[src/sv/cdbc_pkg.sv]
// Shared constants and types for the color delta bit-length coder.
`default_nettype none
package cdbc_pkg;

    localparam int NUM_CH   = 4;
    localparam int CHAN_W   = 8;
    localparam int KEPT_W   = 4;
    localparam int LEN_W    = 4;
    localparam int CFG_IDX_W = 2;

    localparam logic [KEPT_W-1:0] KEPT_RESET = KEPT_W'(CHAN_W);

    localparam logic [CFG_IDX_W-1:0] REG_LUMA_BITS      = 2'd0;
    localparam logic [CFG_IDX_W-1:0] REG_BLUE_DIFF_BITS = 2'd1;
    localparam logic [CFG_IDX_W-1:0] REG_RED_DIFF_BITS  = 2'd2;
    localparam logic [CFG_IDX_W-1:0] REG_ALPHA_BITS     = 2'd3;

    typedef struct packed {
        logic advance;
        logic restart;
    } chan_ctrl_t;

endpackage
`default_nettype wire

[src/sv/color_delta_bitlength_coder.sv]
// Top level of the color delta bit-length coder with input and result registers.
// A result reaches m_tdata after passing the input register and then the result register.
// One pixel per cycle unless m_tready stalls; each passes one register stage to the next.
// The input register is refilled in the same cycle that its pixel moves to the result register.
// Reset (aresetn low, synchronous) empties both stages, clears the stored levels to zero
// and sets every kept-bits register to eight.
`default_nettype none
module color_delta_bitlength_coder (
    input  wire logic                              aclk,
    input  wire logic                              aresetn,
    input  wire logic                              s_tvalid,
    output logic                                   s_tready,
    input  wire logic [31:0]                       s_tdata,  // red, green, blue, alpha
    input  wire logic                              s_tuser,  // restart
    output logic                                   m_tvalid,
    input  wire logic                              m_tready,
    // len_c0, bits_c0, len_c1, bits_c1, len_c2, bits_c2, len_c3, bits_c3
    output logic      [47:0]                       m_tdata,
    input  wire logic                              cfg_wr_en,
    input  wire logic [cdbc_pkg::CFG_IDX_W-1:0]    cfg_index,
    input  wire logic [cdbc_pkg::KEPT_W-1:0]       cfg_wdata
);

    logic [cdbc_pkg::KEPT_W-1:0] kept_reg [cdbc_pkg::NUM_CH];
    logic [cdbc_pkg::KEPT_W-1:0] kept_next [cdbc_pkg::NUM_CH];

    logic        in_valid_reg;
    logic        in_valid_next;
    logic [31:0] in_data_reg;
    logic        in_restart_reg;
    logic        out_valid_reg;
    logic        out_valid_next;
    logic [47:0] out_data_reg;
    logic        advance;

    logic [7:0] red;
    logic [7:0] green;
    logic [7:0] blue;
    logic [7:0] alpha;
    logic [cdbc_pkg::CHAN_W-1:0] chan_value [cdbc_pkg::NUM_CH];
    logic [cdbc_pkg::LEN_W-1:0]  len [cdbc_pkg::NUM_CH];
    logic [cdbc_pkg::CHAN_W-1:0] payload [cdbc_pkg::NUM_CH];
    logic [47:0]                 result;
    cdbc_pkg::chan_ctrl_t        ctrl;

    always_comb begin
        for (int k = 0; k < cdbc_pkg::NUM_CH; k++) begin
            kept_next[k] = kept_reg[k];
        end
        if (cfg_wr_en) begin
            unique case (cfg_index)
                cdbc_pkg::REG_LUMA_BITS:      kept_next[0] = cfg_wdata;
                cdbc_pkg::REG_BLUE_DIFF_BITS: kept_next[1] = cfg_wdata;
                cdbc_pkg::REG_RED_DIFF_BITS:  kept_next[2] = cfg_wdata;
                cdbc_pkg::REG_ALPHA_BITS:     kept_next[3] = cfg_wdata;
                default:                      kept_next[0] = kept_reg[0];
            endcase
        end
    end

    assign advance  = in_valid_reg && (!out_valid_reg || m_tready);
    assign s_tready = !in_valid_reg || advance;
    assign m_tvalid = out_valid_reg;
    assign m_tdata  = out_data_reg;

    always_comb begin
        in_valid_next = in_valid_reg;
        if (s_tready) begin
            in_valid_next = s_tvalid;
        end
        out_valid_next = out_valid_reg;
        if (advance) begin
            out_valid_next = 1'b1;
        end else if (m_tready) begin
            out_valid_next = 1'b0;
        end
    end

    // Reversible color transform, each channel wrapping to eight bits.
    always_comb begin
        red   = in_data_reg[7:0];
        green = in_data_reg[15:8];
        blue  = in_data_reg[23:16];
        alpha = in_data_reg[31:24];
        chan_value[0] = green;
        chan_value[1] = blue - green;
        chan_value[2] = red - green;
        chan_value[3] = alpha;
        ctrl.advance = advance;
        ctrl.restart = in_restart_reg;
    end

    for (genvar k = 0; k < cdbc_pkg::NUM_CH; k++) begin : g_chan
        cdbc_chan u_chan (
            .aclk       (aclk),
            .aresetn    (aresetn),
            .ctrl       (ctrl),
            .chan_value (chan_value[k]),
            .kept_bits  (kept_reg[k]),
            .len        (len[k]),
            .payload    (payload[k])
        );
        assign result[k*12 +: 12] = {payload[k], len[k]};
    end

    always_ff @(posedge aclk) begin
        if (!aresetn) begin
            in_valid_reg  <= 1'b0;
            out_valid_reg <= 1'b0;
            for (int k = 0; k < cdbc_pkg::NUM_CH; k++) begin
                kept_reg[k] <= cdbc_pkg::KEPT_RESET;
            end
        end else begin
            in_valid_reg  <= in_valid_next;
            out_valid_reg <= out_valid_next;
            for (int k = 0; k < cdbc_pkg::NUM_CH; k++) begin
                kept_reg[k] <= kept_next[k];
            end
        end
    end

    always_ff @(posedge aclk) begin
        if (s_tready && s_tvalid) begin
            in_data_reg    <= s_tdata;
            in_restart_reg <= s_tuser;
        end
        if (advance) begin
            out_data_reg <= result;
        end
    end

endmodule
`default_nettype wire

[src/sv/cdbc_chan.sv]
// One channel: quantization, difference against the stored level, zigzag and bit length.
`default_nettype none
module cdbc_chan (
    input  wire logic                         aclk,
    input  wire logic                         aresetn,
    input  wire cdbc_pkg::chan_ctrl_t         ctrl,
    input  wire logic [cdbc_pkg::CHAN_W-1:0]  chan_value,
    input  wire logic [cdbc_pkg::KEPT_W-1:0]  kept_bits,
    output logic      [cdbc_pkg::LEN_W-1:0]   len,
    output logic      [cdbc_pkg::CHAN_W-1:0]  payload
);

    logic [cdbc_pkg::CHAN_W-1:0] prev_level_reg;
    logic [cdbc_pkg::CHAN_W-1:0] prev_level_next;
    logic [cdbc_pkg::KEPT_W-1:0] kept_sat;
    logic [cdbc_pkg::KEPT_W-1:0] shift;
    logic [cdbc_pkg::CHAN_W-1:0] level;
    logic [cdbc_pkg::CHAN_W-1:0] prev;
    logic [cdbc_pkg::CHAN_W-1:0] mag;
    logic [cdbc_pkg::CHAN_W:0]   zz;
    logic [cdbc_pkg::CHAN_W:0]   val;
    logic [cdbc_pkg::CHAN_W:0]   top_bit;

    always_comb begin
        kept_sat = (kept_bits > cdbc_pkg::KEPT_RESET) ? cdbc_pkg::KEPT_RESET : kept_bits;
        shift    = cdbc_pkg::KEPT_RESET - kept_sat;
        level    = chan_value >> shift;
        prev     = ctrl.restart ? '0 : prev_level_reg;

        // Positive differences map to odd codes, the rest to even codes.
        if (level > prev) begin
            mag = level - prev;
            zz  = {mag, 1'b0} - 9'd1;
        end else begin
            mag = prev - level;
            zz  = {mag, 1'b0};
        end
        val = zz + 9'd1;

        len = '0;
        for (int i = 0; i <= cdbc_pkg::CHAN_W; i++) begin
            if (val[i]) begin
                len = cdbc_pkg::LEN_W'(i);
            end
        end

        // The payload is the value with its leading one removed.
        top_bit = 9'd1 << len;
        payload = cdbc_pkg::CHAN_W'(val ^ top_bit);

        prev_level_next = ctrl.advance ? level : prev_level_reg;
    end

    always_ff @(posedge aclk) begin
        if (!aresetn) begin
            prev_level_reg <= '0;
        end else begin
            prev_level_reg <= prev_level_next;
        end
    end

endmodule
`default_nettype wire
[config.mk]
export PLATFORM = sky130hd
export DESIGN_NAME = color_delta_bitlength_coder
export DESIGN_NICKNAME = d
export VERILOG_FILES = /design/src/sv/cdbc_pkg.sv /design/src/sv/color_delta_bitlength_coder.sv /design/src/sv/cdbc_chan.sv
export SDC_FILE = /design/constraint.sdc
export NUM_CORES = 1
export LEC_CHECK = 0
export ABC_AREA = 1
export BUFFER_PORTS_ARGS = -buffer_cell sky130_fd_sc_hd__buf_4
export CORE_MARGIN = 5
export CORE_UTILIZATION = 60
export DETAILED_ROUTE_END_ITERATION = 8
export PLACE_DENSITY = 0.81
export SLEW_MARGIN = 20
export SYNTH_ARGS = -nofsm -noshare
export SYNTH_HDL_FRONTEND = slang
export SYNTH_HIERARCHICAL = 1
export SYNTH_SLANG_ARGS = --single-unit
[constraint.sdc]
create_clock -name aclk -period 11.75 [get_ports aclk]
set_clock_uncertainty 0.15 [all_clocks]
set_input_delay 1.175 -clock aclk [delete_from_list [all_inputs] [get_ports aclk]]
set_output_delay 1.175 -clock aclk [all_outputs]
set_load 0.01 [all_outputs]
# [Word level (Yosys, flattened, before mapping)]
# Memories as Yosys holds them, arrays and structs flattened.
# Cells that the tools add are included.
[totals] ff_bits=115 ramBits=16 inputBits=44 wordCells=124 n_memories=1
[classes] addsub=22 magnitude_cmp=8 eq_ne=3 shift=8 n_mux=57 bitwise_logic=8 reduce_logical=8
[mem_list] name="kept_reg" words=4 word_bits=4 rd=4 rd_clocked_by_memory_dff=0 write_ports=4 line="color_delta_bitlength_coder.sv:24" text="logic [cdbc_pkg::KEPT_W-1:0] kept_reg [cdbc_pkg::NUM_CH];"
[op_table] operator="8-bit subtractor" n=10
[op_table] operator="4-bit 2-to-1 mux" n=16
[op_table] operator="3-bit 2-to-1 mux" n=16
[op_table] operator="9-bit by 1-bit adder with 9-bit output, second input constant" n=4
[op_table] operator="9-bit 2-to-1 mux" n=4
[op_table] operator="9-bit by 1-bit subtractor with 9-bit output, second input constant" n=4
[op_table] operator="8-bit > comparator" n=4
[op_table] operator="8-bit 2-to-1 mux" n=4
[op_table] operator="1-bit by 4-bit << shifter with 8-bit output, first input constant" n=4
[op_table] operator="8-bit by 4-bit >> shifter with 8-bit output" n=4
[op_table] operator="8-bit bitwise XOR" n=4
[op_table] operator="4-bit > comparator, second input constant" n=4
[op_table] operator="16-bit 2-to-1 mux" n=1
[op_table] operator="2-bit 2-to-1 mux" n=8
[op_table] operator="4-bit subtractor, first input constant" n=4
[op_table] operator="1-bit 2-to-1 mux" n=8
[op_table] operator="2-bit == test, second input constant" n=2
[op_table] operator="1-bit bitwise OR" n=4
[op_table] operator="2-bit by 1-bit == test with 1-bit output, second input constant" n=1
[op_table] operator="1-bit logical AND" n=2
[op_table] operator="1-bit zero test" n=2
[op_table] operator="2-bit zero test" n=1
[op_table] operator="1-bit logical OR" n=2
[op_table] operator="2-bit nonzero test" n=1

# [Logic depth before layout (Yosys ltp)]
# Gate-level depths: netlist of run 1.
# An unclocked memory read counts as a cell.
[logic_depth] word_depth=19 mapped_depth=41

# [By module]
# Netlist of run 1, hierarchy kept.
[by_module_without_submodules] mod="cdbc_chan at g_chan[0].u_chan ..." n_inst=3 cells_each=410 area_each_um2=2133.3
[by_module_without_submodules] mod="color_delta_bitlength_coder" n_inst=1 cells_each=287 area_each_um2=3788.6
[by_module_without_submodules] mod="cdbc_chan at g_chan[1].u_chan" n_inst=1 cells_each=415 area_each_um2=2240.9

# [Worst setup path before layout of run 1]
# No wires, ideal clock.
[synth_timing] path_type="input -> register" startpoint="input m_tready" endpoint="register g_chan[0].u_chan/prev_level_reg[0] (netlist name)" arrival_time_ns=4.652 slack_ns=6.829 cell_stages=5 path_cell_list="inv_1 -> a21oi_1 -> inv_1 -> o21ai_0 -> inv_1"
[synth_via] elab_chain_len=2
[synth_lines] element="start: declaration" line="color_delta_bitlength_coder.sv:16" text="input wire logic m_tready,"
[synth_lines] element="1-bit logical OR" line="color_delta_bitlength_coder.sv:61" text="assign advance = in_valid_reg && (!out_valid_reg || m_tready);"
[synth_lines] element="1-bit logical AND" line="color_delta_bitlength_coder.sv:61"
[synth_lines] element="named net advance" line="color_delta_bitlength_coder.sv:34" text="logic advance;"
[synth_lines] element="end signal: assignment" line="cdbc_chan.sv:58" text="prev_level_reg <= prev_level_next;"
[synth_lines] element="end: declaration" line="cdbc_chan.sv:13" text="logic [cdbc_pkg::CHAN_W-1:0] prev_level_reg;"
# The timed path passes the listed nets, and every way through them passes these cells.
# A chain may end at the register's enable or synchronous reset.

==> results of run 1 <==
## layer usage
layer,vias to the layer above,routed length (um),share of wire [%]
met3,42,1553,5.5
met1,5308,12700,45
met2,320,13480,48
li1,6290,-,-
met4,0,346,1.2
met5,-,0,0
## cell type report
cell class	instances	area, sq um
Sequential cell	131	3433
Tap cell	270	337.8
Inverter	374	1406
Timing Repair Buffer	95	713.2
Multi-Input combinational cell	1402	7422
Clock buffer	17	425.4
Clock inverter	15	195.2
Fill cell	1820	6366
## worst max-delay path by stage
stage	slack, ns	depth (start not counted)	start	end
after global placement	6.21	32	kept_reg[3][0]	m_tdata[41]
after detailed placement	6.10	30	kept_reg[1][0]	m_tdata[20]
after floorplan	6.83	5	m_tready	g_chan[0].u_chan/prev_level_reg[0]
after global routing	5.44	30	kept_reg[1][0]	m_tdata[20]
after CTS	6.07	30	kept_reg[1][0]	m_tdata[20]
final	6.04	32	kept_reg[0][0]	m_tdata[4]
## report_power, final
| part | total [mW] | internal [mW] | switching [mW] |
|---|---|---|---|
| sequential | 0.599 | 0.581 | 0.0181 |
| clock | 0.564 | 0.340 | 0.224 |
| combinational | 1.34 | 0.448 | 0.896 |
| total | 2.51 | 1.37 | 1.14 |
## worst min-delay path, delay by kind of cell (launching register included)
family / cells / cell delay, ns
flops: 1 / 0.31
simple gates: 1 / 0.06
compound gates: 1 / 0.05
## per-stage QoR
| step | cells | instance area, sq um | util (%) | setup slack (ns) |
|---|---|---|---|---|
| 2_1_floorplan | 1932 | 12430 | - | 6.829 |
| 3_5_place_dp | 2272 | 13310 | 65.58 | 6.098 |
| 3_3_place_gp | 2272 | 13310 | 65.58 | 6.211 |
| 6_report | 2304 | 13930 | 68.64 | 6.039 |
| 5_1_grt | 2304 | 13930 | 68.64 | 5.445 |
| 4_1_cts | 2304 | 13930 | 68.64 | 6.074 |
## cell usage in the layout, fill, tap and decap left out, types with 6 or more instances in the layout
cell type  instances
buf_4             95
or2_2              7
clkbuf_16         17
fa_1              10
nand3_2            9
xnor2_1            7
xor2_1            20
o211ai_1          12
a21oi_1           94
nand2_4            9
edfxtp_1          81
o21ai_0           86
o22ai_1            8
nand3b_1           8
nand2_2           47
nand2_1          571
nand4_1           25
nor2_2            14
nand3_1          201
inv_1            347
dfxtp_1           50
nor2_1           158
ha_1              86
inv_2             21
nor2_4             6
## logic make-up after synthesis
logic type      synth area share [%]
buf+inv                        12.75
mux                          0.08053
fa+ha+maj                      10.27
flops                          27.62
simple gates                   38.09
compound gates                 9.281
xor+xnor                       1.903
==> impl_metrics.tcl, run 1 <==
set metrics [dict create \
    status "completed" \
    grt_use_met1_pct 30.50 \
    rows 52 \
    synth_flop_cell "edfxtp_1" \
    wl_um 28090 \
    critPathLaunchType "register" \
    synth_common_cells "nand2_1 (571), inv_1 (347), nand3_1 (201)" \
    reg2reg_depth 32 \
    grt_pass1_vias 10960 \
    cap_violations 0 \
    synth_top_area_share_pct 19.57 \
    powerDensity_mw_per_mm2 179.9 \
    die_height_um 153.9 \
    synthTopCellsByArea "edfxtp_1 (20%), nand2_1 (17%), inv_1 (10%)" \
    clk_latency_ns 0.43 \
    r2r_start "kept_reg[0][0]" \
    hold_slack_ns 0.3212 \
    critPathArrivalTime_ns 5.74 \
    worst-slew-pin-transition_ns 0.8911 \
    synth-seq-area-share_pct 27.62 \
    core_sq_mm 0.02030 \
    grtUsageMet2_pct 41.76 \
    clk_path_buf_depth 2 \
    power_mw 2.507 \
    cpMostUsedCell "inv_1" \
    initial_core_util_pct 61.23 \
    power_leakage_nw 7.568 \
    drtIter0Drc 849 \
    num_io_pins 94 \
    hp-class "reg -> reg" \
    final_nets 2161 \
    critPathMaxStageDelay_ns 0.40 \
    worstPathRequired_ns 11.78 \
    clock_sinks 131 \
    post-route-period-util_pct 48.61 \
    area_delta_synth_final_pct 12.10 \
    finalHoldViolCount 0 \
    antenna_found_initial 0 \
    htree_num_levels 4 \
    cts_tree "built" \
    grt_max_degree 85 \
    fmax_mhz 175.1 \
    grt_overflow 0 \
    root_buffer "clkbuf_16" \
    cts_hold_buf 0 \
    detailedRoute.firstPassIterationCount 7 \
    min_path_cells 2 \
    ys_types 40 \
    cp_max_fo 13 \
    die_w_um 153.9 \
    cts_resized 0 \
    crit_type "reg -> reg" \
    slew_headroom_pct 40.59 \
    critPathTopFamily "simple AND/OR/NAND/NOR gates" \
    cts_setup_buffers 0 \
    grt_pass1_wl_um 48170 \
    cp-end-kind "register" \
    io_buffers 93 \
    critical_path_buf_inv_count 8 \
    netlist_area_sq_mm 0.01243 \
    yosys_warnings 6 \
    r2r_setup_slack_ns 6.04 \
    yosysMostFrequentCell "nand2_1" \
    die-area_sq_mm 0.02369 \
    cts_buffers 17 \
    remaining_drc_errors 0 \
    busiest_layer "met2" \
    grtUsageTotal_pct 23.68 \
    diodes 0 \
    ir_drop_mv 0.1143 \
    yosysTopAreaCell "edfxtp_1" \
    hpwl_um 22350 \
    viasPerCell 5.191 \
    syn_inst 1932 \
    gp_congestion 0.9573 \
    wire_per_inst_um 12.19 \
    synth_edf_count 81 \
    drive_above_1_share_pct 12.49 \
    vias 11960 \
    synth_nets 2072 \
    finalSetupViolations 0 \
    syn-mean-instance-area_sq_um 6.433 \
    slew_violations 0 \
    globalRouteMet3Util_pct 3.850 \
    synthArstFlopShare_pct 0 \
    largest_register_ffs 48 \
    finalSetupTns_ns 0 \
    hold_start "kept_reg[3][0]" \
    slowest_stage "fa_1" \
    min_period_ns 5.711 \
    rsz0062_at_grt "false" \
    min_to "kept_reg[3][0]" \
    r2r-end "m_tdata[4]" \
    ant_nets 0 \
    ys_ff_latch 131 \
    clk_pin_slew_worst_paths_ns 0.06 \
]
(Power assumes the default switching activity.)
==> run 2: changes to the inputs <==
Settings changed: CORE_UTILIZATION 60 to 56, PLACE_DENSITY 0.81 to 0.79.
Clock period 11.75 ns to 5.15 ns, I/O delays scaled along.
==> run 2 against run 1 <==
Global-route usage fell by 1.5 points. Clock power rose by 99%. Count of clock-buffer cells in the layout rose by 1. Sequential share of layout area fell by 1.2 points. Combinational power increased to 2.6 times the previous value. Final area increased by 5.2%. Wire length increased by 4.8%. Critical endpoint is now m_tdata[29]. Largest cell class unchanged.
==> impl_metrics.tcl, run 2 (synthesis gave the netlist of run 1 again) <==
set metrics [dict create \
    die_w_um 159.0 \
    antenna_found_initial 0 \
    cp-end-kind "register" \
    final_common_cell "nand2_1" \
    cap_violations 0 \
    clk_latency_ns 0.43 \
    clk_path_buf_depth 2 \
    wl_um 29430 \
    slew_headroom_pct 61.15 \
    cts_buffers 17 \
    hp-class "in -> reg" \
    remaining_drc_errors 0 \
    grtUsageTotal_pct 22.17 \
    detailedRoute.firstPassIterationCount 6 \
    htree_num_levels 4 \
    crit_type "reg -> reg" \
    area_delta_synth_final_pct 17.98 \
    gp_congestion 0.9096 \
    cp_max_fo 6 \
    grt_overflow 0 \
    clock_sinks 131 \
    fin_area_sq_mm 0.01466 \
    cpMostUsedCell "nand2_2" \
    critPathArrivalTime_ns 5.04 \
    final_util_pct 67.19 \
    drive_above_1_share_pct 18.38 \
    viasPerCell 5.163 \
    root_buffer "clkbuf_16" \
    core_sq_mm 0.02182 \
    critical_path_buf_inv_count 7 \
    min_period_ns 5.022 \
    hpwl_um 22720 \
    cts_hold_buf 0 \
    grt_max_degree 42 \
    powerDensity_mw_per_mm2 409.5 \
    grt_pass1_vias 11190 \
    diodes 0 \
    ant_nets 0 \
    die-area_sq_mm 0.02527 \
    slew_violations 0 \
    clk_pin_slew_worst_paths_ns 0.07 \
    die_height_um 159.0 \
    final_nets 2195 \
    drtIter0Drc 833 \
    critPathMaxStageDelay_ns 0.43 \
    critPathTopFamily "simple AND/OR/NAND/NOR gates" \
    rows 54 \
    grt_pass1_wl_um 48950 \
    io_buffers 93 \
    dp_slack_ns -0.1589 \
    finalSetupViolations 0 \
    initial_core_util_pct 56.95 \
    power_mw 6.005 \
    wire_per_inst_um 12.54 \
    final_cell_mix "nand2_1 (554), inv_1 (334), nand3_1 (191)" \
    finalHoldViolCount 0 \
    layout_setup_ws_ns 0.1280 \
    worst-slew-pin-transition_ns 0.5828 \
    post-route-period-util_pct 97.52 \
    power_leakage_nw 7.742 \
    slowest_stage "edfxtp_1" \
    num_io_pins 94 \
    status "completed" \
    ir_drop_mv 0.2297 \
    cts_tree "built" \
    worstPathRequired_ns 5.17 \
    fmax_mhz 199.1 \
    critPathLaunchType "register" \
    largest_register_ffs 48 \
    dpl_cell_area_sq_mm 0.01347 \
    vias 12120 \
    rsz0062_at_grt "true" \
]
==> run 2: repair_timing <==
| action | 4_1_cts | 5_1_grt |
|---|---|---|
| setup buffers | 1 | 14 |
| pin swaps | 0 | 48 |
| resized for setup | 8 | 132 |
| endpoints found under the setup margin | 10 | 44 |
==> run 2: through the flow <==
step / TNS, ns / hold slack [ns] / std cells
after CTS: 0 / 0.09466 / 2334
after floorplan: 0 / 0.2937 / 1932
after global placement: 0 / 0.3054 / 2301
final: 0 / 0.1091 / 2348
after global routing: -1.071 / 0.08567 / 2348
after detailed placement: -0.7703 / 0.3077 / 2301
==> run 2: final cells by class <==
cell class	count	area, sq um
Clock buffer	18	429.2
Clock inverter	14	103.9
Fill cell	1934	7159
Inverter	374	1419
Multi-Input combinational cell	1402	7948
Sequential cell	131	3433
Tap cell	280	350.3
Timing Repair Buffer	129	980.9
==> run 2: final timing paths <==
check | slack [ns] | endpoint | cells after the start | startpoint
setup / recovery | 0.13 | m_tdata[29] | 39 | in_data_reg[8]
hold / removal | 0.11 | in_data_reg[21] | 1 | s_tdata[21]
setup reg to reg | 0.13 | m_tdata[29] | 39 | in_data_reg[8]
hold reg to reg | 0.32 | g_chan[0].u_chan/prev_level_reg[7] | 2 | g_chan[0].u_chan/prev_level_reg[7]
==> run 2: report_power, final <==
| part | switching, mW | internal [mW] | total [mW] | leakage, nW |
|---|---|---|---|---|
| combinational | 2.30 | 1.22 | 3.52 | 6.30 |
| clock | 0.495 | 0.620 | 1.12 | 0.255 |
| sequential | 0.0454 | 1.33 | 1.37 | 1.19 |
==> run 2: routing by layer <==
| metal | wire, um | share of wire (%) | GRT usage (%) | vias to the layer above |
|---|---|---|---|---|
| met2 | 14320 | 49 | 38.95 | 290 |
| met5 | 0 | 0 | 0 | - |
| li1 | - | - | - | 6362 |
| met3 | 1371 | 4.7 | 3.443 | 34 |
| met4 | 353 | 1.2 | 4.886 | 0 |
| met1 | 13390 | 45 | 28.90 | 5437 |
==> run 3: changes to the inputs <==
==> constraint.sdc (replaced) <==
create_clock -name aclk -period 5.15 [get_ports aclk]
set_clock_uncertainty 0.15 [all_clocks]
set_input_delay 0 -clock aclk [delete_from_list [all_inputs] [get_ports aclk]]
set_output_delay 0 -clock aclk [all_outputs]
set_load 0.01 [all_outputs]
==> run 3 against run 2 <==
Worst setup slack better by 0.044 ns. Sequential power hardly changed. Clock power is 9% higher. Largest power group unchanged.
==> impl_metrics.tcl, run 3 (synthesis gave the netlist of run 1 again) <==
set metrics [dict create \
    root_buffer "clkbuf_16" \
    finalHoldViolCount 0 \
    layout_setup_ws_ns 0.1715 \
    vias 12510 \
    r2r_setup_slack_ns 0.17 \
    antenna_found_initial 0 \
    rsz0062_at_grt "true" \
    final_common_cell "nand2_1" \
    initial_core_util_pct 56.95 \
    die_height_um 159.0 \
    slew_violations 0 \
    slew_headroom_pct 40.54 \
    min_to "in_restart_reg" \
    status "completed" \
    remaining_drc_errors 0 \
    grt_overflow 0 \
    powerDensity_mw_per_mm2 406.4 \
    critPathMaxStageDelay_ns 0.45 \
    rows 54 \
    grt_pass1_vias 11750 \
    worstPathRequired_ns 5.17 \
    dp_slack_ns -0.09226 \
    diodes 0 \
    min_path_cells 2 \
    grt_max_degree 85 \
    clock_sinks 131 \
    viasPerCell 5.198 \
    wire_per_inst_um 13.03 \
    crit_type "reg -> reg" \
    critPathArrivalTime_ns 5.00 \
    detailedRoute.firstPassIterationCount 6 \
    gp_congestion 0.9100 \
    r2r_start "in_data_reg[8]" \
    hpwl_um 22820 \
    hp-class "in -> reg" \
    ir_drop_mv 0.2277 \
    cap_violations 0 \
    num_io_pins 94 \
    die_w_um 159.0 \
    r2r-end "m_tdata[29]" \
    clk_pin_slew_worst_paths_ns 0.07 \
    power_leakage_nw 7.996 \
    cts_buffers 17 \
    cpMostUsedCell "nand2_1" \
    cp_max_fo 5 \
    finalSetupTns_ns 0 \
    htree_num_levels 4 \
    ant_nets 0 \
    post-route-period-util_pct 96.67 \
    reg2reg_depth 36 \
    critPathLaunchType "register" \
    drive_above_1_share_pct 18.72 \
    worst-slew-pin-transition_ns 0.8919 \
    hold_start "s_tuser" \
    clk_path_buf_depth 2 \
    io_buffers 93 \
    finalSetupViolations 0 \
    cts_tree "built" \
    hold_slack_ns 0.1373 \
    cp-end-kind "register" \
    fmax_mhz 200.9 \
    die-area_sq_mm 0.02527 \
    final_nets 2253 \
    largest_register_ffs 48 \
    grtUsageTotal_pct 23.42 \
    clk_latency_ns 0.43 \
    area_delta_synth_final_pct 22.23 \
    min_period_ns 4.979 \
    core_sq_mm 0.02182 \
    wl_um 31340 \
    drtIter0Drc 819 \
    grt_pass1_wl_um 51640 \
    final_cell_mix "nand2_1 (548), inv_1 (336), nand3_1 (190)" \
    slowest_stage "edfxtp_1" \
]
## run 3: how the worst max path moves through the flow
stage / start / to / slack [ns] / depth (start not counted)
after floorplan: kept_reg[1][0] / m_tdata[20] / 0.27 / 30
after global placement: in_data_reg[8] / m_tdata[29] / 0.06 / 36
after detailed placement: in_data_reg[8] / m_tdata[29] / -0.09 / 38
after CTS: in_data_reg[8] / m_tdata[29] / 0.03 / 39
after global routing: in_data_reg[8] / m_tdata[29] / -0.15 / 37
final: in_data_reg[8] / m_tdata[29] / 0.17 / 36
## run 3: worst max-delay path: cells and delay by family (launching register included)
kind,cells,cell delay (ns)
compound gates,3,0.30
fa+ha+maj,4,1.21
buf+inv,5,0.41
flops,1,0.45
simple gates,24,2.16
## run 3: timing repair
item | 4_1_cts | 5_1_grt
hold endpoints to repair | 81 | 0
hold buffers | 48 | 0
pin swaps | 0 | 51
endpoints found under the setup margin | 8 | 43
resized for setup | 6 | 130
buffers inserted | 1 | 25
## run 3: cell type report
class                           count  area [sq um]
Multi-Input combinational cell   1402          7875
Fill cell                        1809          6631
Sequential cell                   131          3433
Timing Repair Buffer              187          1524
Inverter                          374          1419
Clock buffer                       22         506.7
Tap cell                          280         350.3
Clock inverter                     10         83.83
## run 3: where the power goes
group	switching (mW)	internal [mW]	leakage (nW)
registers	0.0453	1.33	1.19
clock network	0.508	0.711	0.287
logic	2.32	1.26	6.52
## run 3: metal layers
layer	vias up	track usage, %	routed length, um
li1	6481	-	-
met1	5665	29.29	13690
met2	307	41.54	15580
met3	53	4.116	1503
met4	0	6.592	573
met5	-	0	0
## run 3: per-stage QoR
step                utilization, %  instances  total power [mW]  area (sq um)
floorplan                        -       1932             3.813         12430
global placement             61.68       2300             4.386         13460
detailed placement           61.68       2300             4.474         13460
CTS                          66.75       2381             5.734         14570
global route                 69.61       2406             6.681         15190
finish                       69.61       2406             6.173         15190
